--- src/rrqs_pkg.sv ---
package rrqs_pkg;

    localparam int TASK_SLOTS_DEF = 16;
    localparam logic [7:0] QUANTUM_RESET = 8'd10;

    localparam logic [1:0] CMD_SCHEDULE = 2'd0;
    localparam logic [1:0] CMD_SPAWN    = 2'd1;
    localparam logic [1:0] CMD_SLEEP    = 2'd2;
    localparam logic [1:0] CMD_EXIT     = 2'd3;

    localparam logic [2:0] ST_FREE     = 3'd0;
    localparam logic [2:0] ST_SPAWNED  = 3'd1;
    localparam logic [2:0] ST_READY    = 3'd2;
    localparam logic [2:0] ST_RUNNING  = 3'd3;
    localparam logic [2:0] ST_SLEEPING = 3'd4;
    localparam logic [2:0] ST_DEAD     = 3'd5;

    localparam logic [1:0] OC_OK           = 2'd0;
    localparam logic [1:0] OC_EMPTY        = 2'd1;
    localparam logic [1:0] OC_NONE_RUNNABLE = 2'd2;
    localparam logic [1:0] OC_BAD_SLOT     = 2'd3;

    typedef struct packed {
        logic [1:0]  command;
        logic [3:0]  slot;
        logic [63:0] context_handle;
        logic [63:0] uptime;
        logic [63:0] wake_deadline;
    } cmd_t;

    typedef struct packed {
        logic [3:0]  next_slot;
        logic [63:0] next_context;
        logic        switched;
        logic [1:0]  outcome;
    } rsp_t;

    typedef struct packed {
        logic [2:0]  status;
        logic [7:0]  quantum_left;
        logic [63:0] wake_at;
    } entry_t;

    typedef struct packed {
        logic        entry_en;
        logic        ctx_en;
        entry_t      entry;
        logic [63:0] ctx;
    } tbl_wr_t;

endpackage

--- src/rrqs_slot_table.sv ---
module rrqs_slot_table #(
    parameter int TASK_SLOTS = rrqs_pkg::TASK_SLOTS_DEF,
    localparam int IDX_W = $clog2(TASK_SLOTS)
) (
    input  logic                 clk,
    input  logic                 rst_n,
    input  logic                 rd_en,
    input  logic [IDX_W-1:0]     rd_addr,
    output rrqs_pkg::entry_t     rd_entry,
    output logic [63:0]          rd_ctx,
    input  logic [IDX_W-1:0]     wr_addr,
    input  rrqs_pkg::tbl_wr_t    wr
);
    import rrqs_pkg::*;

    entry_t          entry_mem [TASK_SLOTS];
    logic [63:0]     ctx_mem [TASK_SLOTS];
    logic [TASK_SLOTS-1:0] valid_reg;
    entry_t          entry_rd_reg;
    logic [63:0]     ctx_rd_reg;
    logic            hit_reg;

    always_ff @(posedge clk)
    begin
        if (wr.entry_en)
        begin
            entry_mem[wr_addr] <= wr.entry;
        end
        if (wr.ctx_en)
        begin
            ctx_mem[wr_addr] <= wr.ctx;
        end
        if (rd_en)
        begin
            entry_rd_reg <= entry_mem[rd_addr];
            ctx_rd_reg   <= ctx_mem[rd_addr];
        end
    end

    // An entry that has never been written reads as a free slot.
    always_ff @(posedge clk or negedge rst_n)
    begin
        if (!rst_n)
        begin
            valid_reg <= '0;
            hit_reg   <= 1'b0;
        end
        else
        begin
            if (wr.entry_en)
            begin
                valid_reg[wr_addr] <= 1'b1;
            end
            if (rd_en)
            begin
                hit_reg <= valid_reg[rd_addr];
            end
        end
    end

    assign rd_entry = hit_reg ? entry_rd_reg : '0;
    assign rd_ctx   = ctx_rd_reg;

endmodule

--- src/round_robin_quantum_scheduler.sv ---
// Spawn, sleep and exit: the entry is read on acceptance, written in the command state.
// Schedule: the scan visits one slot per cycle from the slot table memory, up to
// TASK_SLOTS+1 slots. Every result is registered from the output state.
// A new transaction is accepted while the previous result still waits to be taken.
// Reset is asynchronous and active low; the slot table reads as all free at once,
// with no clearing pass, and the quantum register returns to 10.
module round_robin_quantum_scheduler #(
    parameter int TASK_SLOTS = rrqs_pkg::TASK_SLOTS_DEF
) (
    input  logic             clk,
    input  logic             rst_n,
    input  logic             cfg_wr_en,
    input  logic [7:0]       cfg_wr_data,
    input  logic             cmd_valid,
    output logic             cmd_stall,
    input  rrqs_pkg::cmd_t   cmd,
    output logic             rsp_valid,
    input  logic             rsp_stall,
    output rrqs_pkg::rsp_t   rsp
);
    import rrqs_pkg::*;

    localparam int IDX_W = $clog2(TASK_SLOTS);
    localparam int SW = (IDX_W > 4) ? IDX_W : 4;

    typedef enum logic [3:0] {
        S_IDLE = 4'b0001,
        S_CMD  = 4'b0010,
        S_SCAN = 4'b0100,
        S_OUT  = 4'b1000
    } state_t;

    state_t          state_reg, state_next;
    cmd_t            cmd_reg, cmd_next;
    logic [7:0]      quantum_reg, quantum_next;
    logic [IDX_W-1:0] cur_slot_reg, cur_slot_next;
    logic            cur_valid_reg, cur_valid_next;
    logic [IDX_W-1:0] pos_reg, pos_next;
    logic [IDX_W:0]  cnt_reg, cnt_next;
    logic            sw_reg, sw_next;
    logic            occ_reg, occ_next;
    rsp_t            res_reg, res_next;
    rsp_t            rsp_reg, rsp_next;
    logic            rsp_valid_reg, rsp_valid_next;

    logic            tbl_rd_en;
    logic [IDX_W-1:0] tbl_rd_addr;
    entry_t          tbl_rd_entry;
    logic [63:0]     tbl_rd_ctx;
    logic [IDX_W-1:0] tbl_wr_addr;
    tbl_wr_t         tbl_wr;

    logic [SW:0]     slot_in_wide;
    logic [SW:0]     slot_reg_wide;
    logic            slot_in_bad;
    logic            slot_reg_bad;
    logic [SW-1:0]   pos_wide;
    logic [IDX_W-1:0] pos_inc;
    logic            accept;

    function automatic logic is_occupied(input logic [2:0] st);
        return (st >= ST_SPAWNED) && (st <= ST_DEAD);
    endfunction

    assign slot_in_wide  = (SW+1)'(cmd.slot);
    assign slot_reg_wide = (SW+1)'(cmd_reg.slot);
    assign slot_in_bad   = slot_in_wide >= (SW+1)'(TASK_SLOTS);
    assign slot_reg_bad  = slot_reg_wide >= (SW+1)'(TASK_SLOTS);
    assign pos_wide      = SW'(pos_reg);
    assign pos_inc       = (pos_reg == IDX_W'(TASK_SLOTS - 1)) ? '0 : IDX_W'(pos_reg + 1'b1);
    assign accept        = cmd_valid && (state_reg == S_IDLE);

    rrqs_slot_table #(
        .TASK_SLOTS (TASK_SLOTS)
    ) u_table (
        .clk      (clk),
        .rst_n    (rst_n),
        .rd_en    (tbl_rd_en),
        .rd_addr  (tbl_rd_addr),
        .rd_entry (tbl_rd_entry),
        .rd_ctx   (tbl_rd_ctx),
        .wr_addr  (tbl_wr_addr),
        .wr       (tbl_wr)
    );

    always_comb
    begin
        entry_t      ent;
        entry_t      wr_ent;
        logic [7:0]  q_dec;
        logic [63:0] ctx_out;
        logic        pick;
        logic        sw_all;
        logic        occ;
        logic        ok;

        state_next     = state_reg;
        cmd_next       = cmd_reg;
        quantum_next   = cfg_wr_en ? cfg_wr_data : quantum_reg;
        cur_slot_next  = cur_slot_reg;
        cur_valid_next = cur_valid_reg;
        pos_next       = pos_reg;
        cnt_next       = cnt_reg;
        sw_next        = sw_reg;
        occ_next       = occ_reg;
        res_next       = res_reg;
        rsp_next       = rsp_reg;
        rsp_valid_next = rsp_valid_reg && rsp_stall;

        tbl_rd_en   = 1'b0;
        tbl_rd_addr = slot_in_wide[IDX_W-1:0];
        tbl_wr_addr = pos_reg;
        tbl_wr      = '0;

        ent     = tbl_rd_entry;
        wr_ent  = ent;
        q_dec   = (ent.quantum_left != 8'd0) ? ent.quantum_left - 8'd1 : 8'd0;
        ctx_out = tbl_rd_ctx;
        pick    = 1'b0;
        sw_all  = sw_reg;
        occ     = is_occupied(ent.status);
        ok      = 1'b0;

        case (state_reg)
            S_IDLE:
            begin
                if (accept)
                begin
                    cmd_next = cmd;
                    if (cmd.command == CMD_SCHEDULE)
                    begin
                        tbl_rd_en   = 1'b1;
                        tbl_rd_addr = cur_valid_reg ? cur_slot_reg : '0;
                        pos_next    = cur_valid_reg ? cur_slot_reg : '0;
                        cnt_next    = '0;
                        sw_next     = 1'b0;
                        occ_next    = 1'b0;
                        state_next  = S_SCAN;
                    end
                    else
                    begin
                        tbl_rd_en  = !slot_in_bad;
                        state_next = S_CMD;
                    end
                end
            end
            S_CMD:
            begin
                tbl_wr_addr = slot_reg_wide[IDX_W-1:0];
                case (cmd_reg.command)
                    CMD_SPAWN:
                    begin
                        ok = (ent.status == ST_FREE);
                        wr_ent.status       = ST_SPAWNED;
                        wr_ent.quantum_left = 8'd0;
                        wr_ent.wake_at      = '0;
                        tbl_wr.ctx_en       = ok && !slot_reg_bad;
                        tbl_wr.ctx          = cmd_reg.context_handle;
                    end
                    CMD_SLEEP:
                    begin
                        ok = occ && (ent.status != ST_DEAD);
                        wr_ent.status  = ST_SLEEPING;
                        wr_ent.wake_at = cmd_reg.wake_deadline;
                    end
                    CMD_EXIT:
                    begin
                        ok = occ;
                        wr_ent.status = ST_DEAD;
                    end
                    default:
                    begin
                        ok = 1'b0;
                    end
                endcase
                ok                    = ok && !slot_reg_bad;
                tbl_wr.entry_en       = ok;
                tbl_wr.entry          = wr_ent;
                res_next.next_slot    = 4'd0;
                res_next.next_context = '0;
                res_next.switched     = 1'b0;
                res_next.outcome      = ok ? OC_OK : OC_BAD_SLOT;
                state_next            = S_OUT;
            end
            S_SCAN:
            begin
                tbl_rd_en   = 1'b1;
                tbl_rd_addr = pos_inc;
                case (ent.status)
                    ST_SPAWNED, ST_READY:
                    begin
                        pick   = 1'b1;
                        sw_all = 1'b1;
                    end
                    ST_RUNNING:
                    begin
                        tbl_wr.ctx_en       = 1'b1;
                        tbl_wr.ctx          = cmd_reg.context_handle;
                        ctx_out             = cmd_reg.context_handle;
                        wr_ent.quantum_left = q_dec;
                        if (q_dec != 8'd0)
                        begin
                            pick = 1'b1;
                        end
                        else
                        begin
                            wr_ent.status   = ST_READY;
                            sw_all          = 1'b1;
                            tbl_wr.entry_en = 1'b1;
                        end
                    end
                    ST_SLEEPING:
                    begin
                        if (cmd_reg.uptime > ent.wake_at)
                        begin
                            pick           = 1'b1;
                            sw_all         = 1'b1;
                            wr_ent.wake_at = '0;
                        end
                    end
                    ST_DEAD:
                    begin
                        wr_ent          = '0;
                        tbl_wr.entry_en = 1'b1;
                        sw_all          = 1'b1;
                    end
                    default:
                    begin
                        pick = 1'b0;
                    end
                endcase

                if (pick)
                begin
                    wr_ent.status = ST_RUNNING;
                    if (sw_all)
                    begin
                        wr_ent.quantum_left = quantum_reg;
                    end
                    tbl_wr.entry_en       = 1'b1;
                    cur_slot_next         = pos_reg;
                    cur_valid_next        = 1'b1;
                    res_next.next_slot    = pos_wide[3:0];
                    res_next.next_context = ctx_out;
                    res_next.switched     = sw_all;
                    res_next.outcome      = OC_OK;
                    state_next            = S_OUT;
                end
                else if (cnt_reg == (IDX_W+1)'(TASK_SLOTS))
                begin
                    res_next.next_slot    = 4'd0;
                    res_next.next_context = '0;
                    res_next.switched     = 1'b0;
                    res_next.outcome      = (occ_reg || occ) ? OC_NONE_RUNNABLE : OC_EMPTY;
                    state_next            = S_OUT;
                end
                else
                begin
                    pos_next = pos_inc;
                    cnt_next = (IDX_W+1)'(cnt_reg + 1'b1);
                    sw_next  = sw_all;
                    occ_next = occ_reg || occ;
                end
                tbl_wr.entry = wr_ent;
            end
            S_OUT:
            begin
                if (!rsp_valid_reg || !rsp_stall)
                begin
                    rsp_next       = res_reg;
                    rsp_valid_next = 1'b1;
                    state_next     = S_IDLE;
                end
            end
            default:
            begin
                state_next = S_IDLE;
            end
        endcase
    end

    always_ff @(posedge clk or negedge rst_n)
    begin
        if (!rst_n)
        begin
            state_reg     <= S_IDLE;
            quantum_reg   <= QUANTUM_RESET;
            cur_slot_reg  <= '0;
            cur_valid_reg <= 1'b0;
            pos_reg       <= '0;
            cnt_reg       <= '0;
            sw_reg        <= 1'b0;
            occ_reg       <= 1'b0;
            rsp_valid_reg <= 1'b0;
        end
        else
        begin
            state_reg     <= state_next;
            quantum_reg   <= quantum_next;
            cur_slot_reg  <= cur_slot_next;
            cur_valid_reg <= cur_valid_next;
            pos_reg       <= pos_next;
            cnt_reg       <= cnt_next;
            sw_reg        <= sw_next;
            occ_reg       <= occ_next;
            rsp_valid_reg <= rsp_valid_next;
        end
    end

    always_ff @(posedge clk)
    begin
        cmd_reg <= cmd_next;
        res_reg <= res_next;
        rsp_reg <= rsp_next;
    end

    assign cmd_stall = (state_reg != S_IDLE);
    assign rsp_valid = rsp_valid_reg;
    assign rsp       = rsp_reg;

    a_current_sticks: assert property (@(posedge clk) disable iff (!rst_n)
        cur_valid_reg |=> cur_valid_reg)
        else $error("current task flag dropped");

    a_result_from_out: assert property (@(posedge clk) disable iff (!rst_n)
        $rose(rsp_valid_reg) |-> $past(state_reg == S_OUT))
        else $error("result raised outside the output state");

    a_switch_is_ok: assert property (@(posedge clk) disable iff (!rst_n)
        (rsp_valid_reg && rsp_reg.switched) |-> (rsp_reg.outcome == OC_OK))
        else $error("switch reported with a failing outcome");

    a_no_same_entry: assert property (@(posedge clk) disable iff (!rst_n)
        (tbl_rd_en && (tbl_wr.entry_en || tbl_wr.ctx_en)) |-> (tbl_rd_addr != tbl_wr_addr))
        else $error("slot table read and write hit the same entry");

    a_scan_bound: assert property (@(posedge clk) disable iff (!rst_n)
        (state_reg == S_SCAN) |-> (cnt_reg <= (IDX_W+1)'(TASK_SLOTS)))
        else $error("scan ran past a full pass");

endmodule
--- config.mk ---
export PLATFORM = sky130hd
export DESIGN_NAME = round_robin_quantum_scheduler
export DESIGN_NICKNAME = d
export VERILOG_FILES = /design/src/rrqs_pkg.sv /design/src/rrqs_slot_table.sv /design/src/round_robin_quantum_scheduler.sv
export SDC_FILE = /design/constraint.sdc
export NUM_CORES = 2
export LEC_CHECK = 0
export BUFFER_PORTS_ARGS = -buffer_cell sky130_fd_sc_hd__buf_2
export CORE_MARGIN = 2
export CORE_UTILIZATION = 47
export DETAILED_ROUTE_END_ITERATION = 10
export RECOVER_POWER = 100
export SLEW_MARGIN = 20
export SYNTH_ARGS = -nofsm -noshare
export SYNTH_HDL_FRONTEND = slang
export SYNTH_SLANG_ARGS = --single-unit
--- constraint.sdc ---
create_clock -name clk -period 10.95 [get_ports clk]
set_input_delay 1.095 -clock clk [delete_from_list [all_inputs] [get_ports clk]]
set_output_delay 1.095 -clock clk [all_outputs]
set_load 0.005 [all_outputs]
Word level (Yosys, flattened, before mapping)
Memories as Yosys holds them, arrays and structs flattened. A register that Yosys moved wholly into a read port is not among the register bits. Cells that the tools add are included.

Add/sub/neg operators: 3. Magnitude comparators: 8. Equality and inequality tests: 22. Multiplexer cells: 78. Bitwise gates (word level): 1. Reductions and logical operators: 27.

Operator list (number): $pmux 141 s2 (1); $mux 64 (4); $pmux 64 s2 (2); $mux 71 (2); $pmux 71 s2 (1); $mux 75 (1); $gt 64x64->1 (1); $mux 4 (13); $mux 1 (27); $mux 8 (3); $pmux 11 s2 (1); $mux 5 (4); $or 16x16->16 (1); $pmux 4 s2 (2); $pmux 4 s4 (1); $reduce_bool 8->1 (2); $mux 11 (1); $ge 4x5->1 const B (2); $lt 4x5->1 const B (2); $pmux 5 s2 (1); $pmux 1 s3 (3); $pmux 3 s3 (1); $eq 4x4->1 const B (2); $ne 2x2->1 const B (4); 34 further kinds (57).

Register bits: 386. Bits in writable memories: 2224. Input bits: 211. Output and inout port bits: 73. Logic and storage cells: 165. Memories kept: 2.

Memories: u_table.entry_mem (depth 16, bits a word 75, read ports 1, clocked after memory_dff 1, wr ports 1, line rrqs_slot_table.sv:16) `entry_t entry_mem [TASK_SLOTS];`; u_table.ctx_mem (depth 16, bits a word 64, read ports 1, clocked after memory_dff 1, wr ports 1, line rrqs_slot_table.sv:17) `logic [63:0] ctx_mem [TASK_SLOTS];`.

Depth between registers and ports, before layout
Word-level depth: 12. Depth in mapped cells: 16. Depth with buffers taken out: 11.

Cells and area by module
Synthesis repeated with hierarchy kept, for this count alone.

Cells, all modules: 4787. Area, all modules: 105286.0 sq um.

Modules (own cells, without submodules): rrqs_slot_table (instances 1, cells an instance 3556, area each 89114.2 sq um, seq. area each 71383.5 sq um); round_robin_quantum_scheduler (instances 1, cells an instance 1231, area each 16171.8 sq um, seq. area each 10939.2 sq um).

Worst setup path before layout
No wires, ideal clock.

Path type: flip-flop to flip-flop. From: register u_table.hit_reg. To: memory u_table.entry_mem[13][0] (netlist name), enable pin. Library setup time: 599 ps. Data arrival time: 8338 ps. Data required time: 10351 ps. Slack: 2013 ps. Stages on the path, launching flop included: 16. Buffers on the path: 5. Clock period less this slack: 8937 ps. Path through: dfrtp_1 clkbuf_1 clkbuf_1 clkbuf_1 clkbuf_1 nand2_1 ha_1 and3_1 nand4_1 o21a_1 a31oi_1 nor3_1 a21oi_1 a211oi_1 clkbuf_1 nor3_1.

Cells in the longest elaborated chain, start to end: 11. Elaborated cells between the ends (all ways): 31. Those cells by class: add/sub: 1; order compare: 3; eq/ne: 6; mux: 14; reduce/logical: 7.

Ends and longest elaborated chain: from (decl) (line rrqs_slot_table.sv:21) `logic hit_reg;`; from (signal assigned) (line rrqs_slot_table.sv:56) `hit_reg <= valid_reg[rd_addr];`; $mux 75 (*) (line rrqs_slot_table.sv:61) `assign rd_entry = hit_reg ? entry_rd_reg : '0;`; parallel branches: the longest is 7 deep, another holds $gt 64x64->1; $pmux 141 s2 (*) (line round_robin_quantum_scheduler.sv:124) `case (state_reg)`; $mux 1 (*) (line rrqs_slot_table.sv:25) `if (wr.entry_en)`; $mux 1 (implied by the code) (*) (line rrqs_slot_table.sv:27) `entry_mem[wr_addr] <= wr.entry;`; to (decl) (line rrqs_slot_table.sv:16).

Mark *: on every way between the ends. The select of a mux whose other input is x is not followed.

==> metrics.md <==
| Metric | Value |
|---|---|
| Status | `finished with violations` |
| Failing checks | `max-capacitance violations, max-slew violations` |
| Critical Path End Type | `flip-flop` |
| Post-synth top flop | `edfxtp_1` |
| DPL Wire Length | `around 140000 µm` |
| Yosys reg bits | `~2700` |
| RSZ-0062 raised after global routing | `no` |
| Clk buf depth | `4` |
| Worst Reg-to-Reg Cells | `10` |
| Remaining antenna violation count | `0` |
| Pwr Density | `between 200 and 250 nW/µm²` |
| Max reg flops | `between 1000 and 1500` |
| Syn_nets | `roughly 5700` |
| Pins Over Slew Limit | `around 1100` |
| Grt ovf | `0` |
| Drt drc | `0` |
| Fraction of layout cells with a size suffix above 1 | `a little over a fifth` |
| Fill cells | `17616` |
| Fin crit period | `8.532 ns` |
| Mapped Area | `about 110000 µm²` |
| Antenna violations before repair | `16` |
| Core area | `between 200000 and 250000 µm²` |
| Crit Path Category | `flip-flop to flip-flop` |
| Sequential cell area fraction in the yosys report | `77.18%` |
| # nets final | `between 6000 and 7000` |
| Clock transition at path regs | `roughly 0.060 ns` |
| Synthesis Warnings | `0` |
| Post-synth EDFFs | `~2700` |
| CTS tree | `done` |
| VDD IR max | `about 0.19 mV` |
| Path category of the worst min-delay check | `primary input to flip-flop` |
| Multi-input logic area | `between 20000 and 25000 µm²` |
| Vias/cell | `~6.0` |
| Post-route cell area | `120600 µm²` |
| WL/cell | `just under 30 µm` |
| Die X | `between 400 and 500 µm` |
| FFs w/ async S/R, synth | `between 1.5 and 2%` |
| Final Cycle Share | `around 80%` |
| Post-synthesis cell type count | `77` |
| GRT Total Usage | `23.13%` |
| Total number of vias | `54314` |
| Die height | `roughly 480 µm` |
| Global-route wire length before repair | `around 390000 µm` |
| Final Hold Fails | `0` |
| Max Freq | `around 0.12 GHz` |
| Initial Util | `between 40% and 50%` |
| IO buf count | `between 200 and 300` |
| Clk_skew | `0.06592 ns` |
| Leak Pwr | `approximately 40 nW` |
| First drt pass iteration count | `6` |
| WP data required | `approximately 11 ns` |
| Die ar. | `about 230000 µm²` |
| Critical path arrival | `8.94 ns` |
| Wirelength, routed | `roughly 270000 µm` |
| Relative slew margins | `-174.8%` |
| Total I/O pin count | `284` |
| Startpoint Class | `flip-flop` |
| Post-CTS Hold Buffers | `0` |
| Vias in the first global route | `roughly 54000` |
| Slowest cell delay on critical path | `approximately 1.8 ns` |
| # rows | `approximately 170` |
| Worst path bufs/invs | `2` |
| Pin count of the biggest net entering global routing | `around 160` |
| Cell family with most CP delay | `compound AO/OA/AOI/OAI gates` |
| Htree depth | `5` |
| Critical path, cell by cell | `clkbuf_1, nand2_1, ha_1, nand4_1, nor4_1, and4_1, a21oi_1, buf_4, o21a_4, o32ai_1` |
| Syn Area/Cell | `19.87 µm²` |
| Setup Buffers After CTS | `0` |
| # setup viols final | `0` |
| Synth Instances | `between 5000 and 6000` |
| Slowest cell on crit path | `dfrtp_1` |
| CTS Buf Count | `between 300 and 400` |
| Max Fanout on Critical Path | `64` |
| Worst slew pin tran | `approximately 4.1 ns` |
| Post-CTS sizing | `0` |
| WP depth | `10` |
| Placer Congestion | `0.8184` |
| Worst Hold Depth | `1` |
| Placed Area | `112200 µm²` |
| 1st-iter DRT viols | `between 6000 and 7000` |
| Area delta synth->final | `13.03%` |
| MaxCap Viol Count | `32` |
| Sequential Area | `between 80000 and 90000 µm²` |
| Clock sinks | `around 2700` |
| Setup_tns | `0 ns` |
| CTS root buf | `clkbuf_16` |
| Clock Latency Late Sink | `about 0.94 ns` |
[layer usage]
layer / GRT usage [%] / wire length, µm / share of wire (%) / vias up
met1: 34.39 / 116800 / 44 / 28880
met4: 6.266 / 6810 / 2.5 / 12
met2: 35.51 / 124000 / 46 / 2185
met3: 4.105 / 20240 / 7.6 / 422
met5: 0 / 80 / 0.030 / -
li1: - / - / - / 22815
[cell usage in the layout, fill, tap and decap left out, drive strengths merged, types with 73 or more instances in the layout]
cell / netlist / routed
edfxtp: 2703 / 2703
mux4: 558 / 558
nand2: 540 / 540
clkbuf: 165 / 532
buf: 142 / 309
a21oi: 168 / 168
a31oi: 149 / 149
and2: 146 / 146
a211oi: 143 / 143
clkinv: 0 / 101
nor2: 96 / 96
ha: 73 / 73
[layout make-up]
type	instances	share of cell area (%)
well taps	2992	3.105
diodes	4	0.008303
clock buffers	372	6.654
clock inverters	133	0.9164
repair buffers	469	2.094
inverters	35	0.1152
multi-input cells	2277	18.82
flip-flops and latches	2749	68.29
[metrics by stage]
stage | power (mW) | worst slack, ns | util, % | hold WS (ns) | cells
5_1_grt | 27.63 | 2.087 | 53.55 | 0.2878 | 9030
6_report | 26.66 | 2.418 | 53.55 | 0.3324 | 9031
4_1_cts | 26.87 | 4.368 | 53.88 | 0.2601 | 9027
3_3_place_gp | 17.33 | 4.513 | 49.77 | 0.4025 | 8518
2_1_floorplan | 15.87 | 2.013 | - | 0.4003 | 5368
3_5_place_dp | 17.35 | 4.419 | 49.82 | 0.4045 | 8522
[power breakdown]
| part | internal (mW) | switching, mW |
|---|---|---|
| clock network | 5.57 | 3.96 |
| logic | 1.72 | 2.67 |
| registers | 12.3 | 0.437 |
| total | 19.6 | 7.07 |
[cell usage after synthesis, drive strengths merged (3+ instances only)]
master,instances,area [µm²]
o21ai,33,165.2
ha,73,913.4
nand4,16,100.1
mux2i,12,120.1
and4,3,26.28
inv,35,131.4
nand2b,10,62.56
mux4,558,12570
nand3,23,120.1
a211oi,143,1074
nor2b,67,419.2
dfstp,3,78.83
nor3,44,220.2
nor4,4,25.02
a2111oi,5,50.04
or3,5,31.28
clkbuf,165,623.1
nor2,96,360.4
o22ai,5,37.53
o21a,10,75.07
dfrtp,43,1076
o21bai,10,75.07
o211ai,9,72.57
a21oi,168,852.1
o31ai,33,247.7
o32ai,44,385.4
and2,146,913.4
a221oi,3,26.28
edfxtp,2703,81170
and3,8,55.05
mux2,12,135.1
nor4b,3,56.31
nand2,540,2027
a21o,7,52.55
buf,142,1055
or2,6,37.53
a31oi,149,932.1
[worst register-to-register path: stages, from the launching register on]
cell and delay, ns:
dfrtp_1 1.84, clkbuf_1 1.42, nand2_1 0.31, ha_1 0.44
nand4_1 0.20, nor4_1 0.93, and4_1 0.30, a21oi_1 0.11
buf_4 0.22, o21a_4 0.44, o32ai_1 1.83
[kinds of logic (layout without fill, tap and decap cells)]
logic type / count (synthesis) / count (layout) / share of synthesized area [%]
AO/OA/AOI/OAI: 640 / 640 / 3.980
XOR/XNOR: 2 / 2 / 0.01643
adder cells (fa/ha/maj): 73 / 73 / 0.8563
buffers and inverters: 342 / 1009 / 1.696
flip-flops: 2749 / 2749 / 77.18
multiplexers: 582 / 582 / 12.02
other: 0 / 4 / 0
AND/OR/NAND/NOR: 980 / 980 / 4.248
[path summary, 6_finish.rpt]
| path | startpoint | slack (ns) | end |
|---|---|---|---|
| worst max-delay path | u_table.hit_reg | 2.42 | u_table.entry_mem[4][32] |
| worst min-delay path | cmd[189] | 0.33 | cmd_reg[189] |
| worst max register to register | u_table.hit_reg | 2.42 | u_table.entry_mem[4][32] |
| worst min register to register | res_reg[53] | 0.39 | rsp[53] |
| max in group asynchronous | rst_n | 8.14 | occ_reg |
| min in group asynchronous | rst_n | 1.20 | quantum_reg[6] |
(Power assumes the default switching activity.)
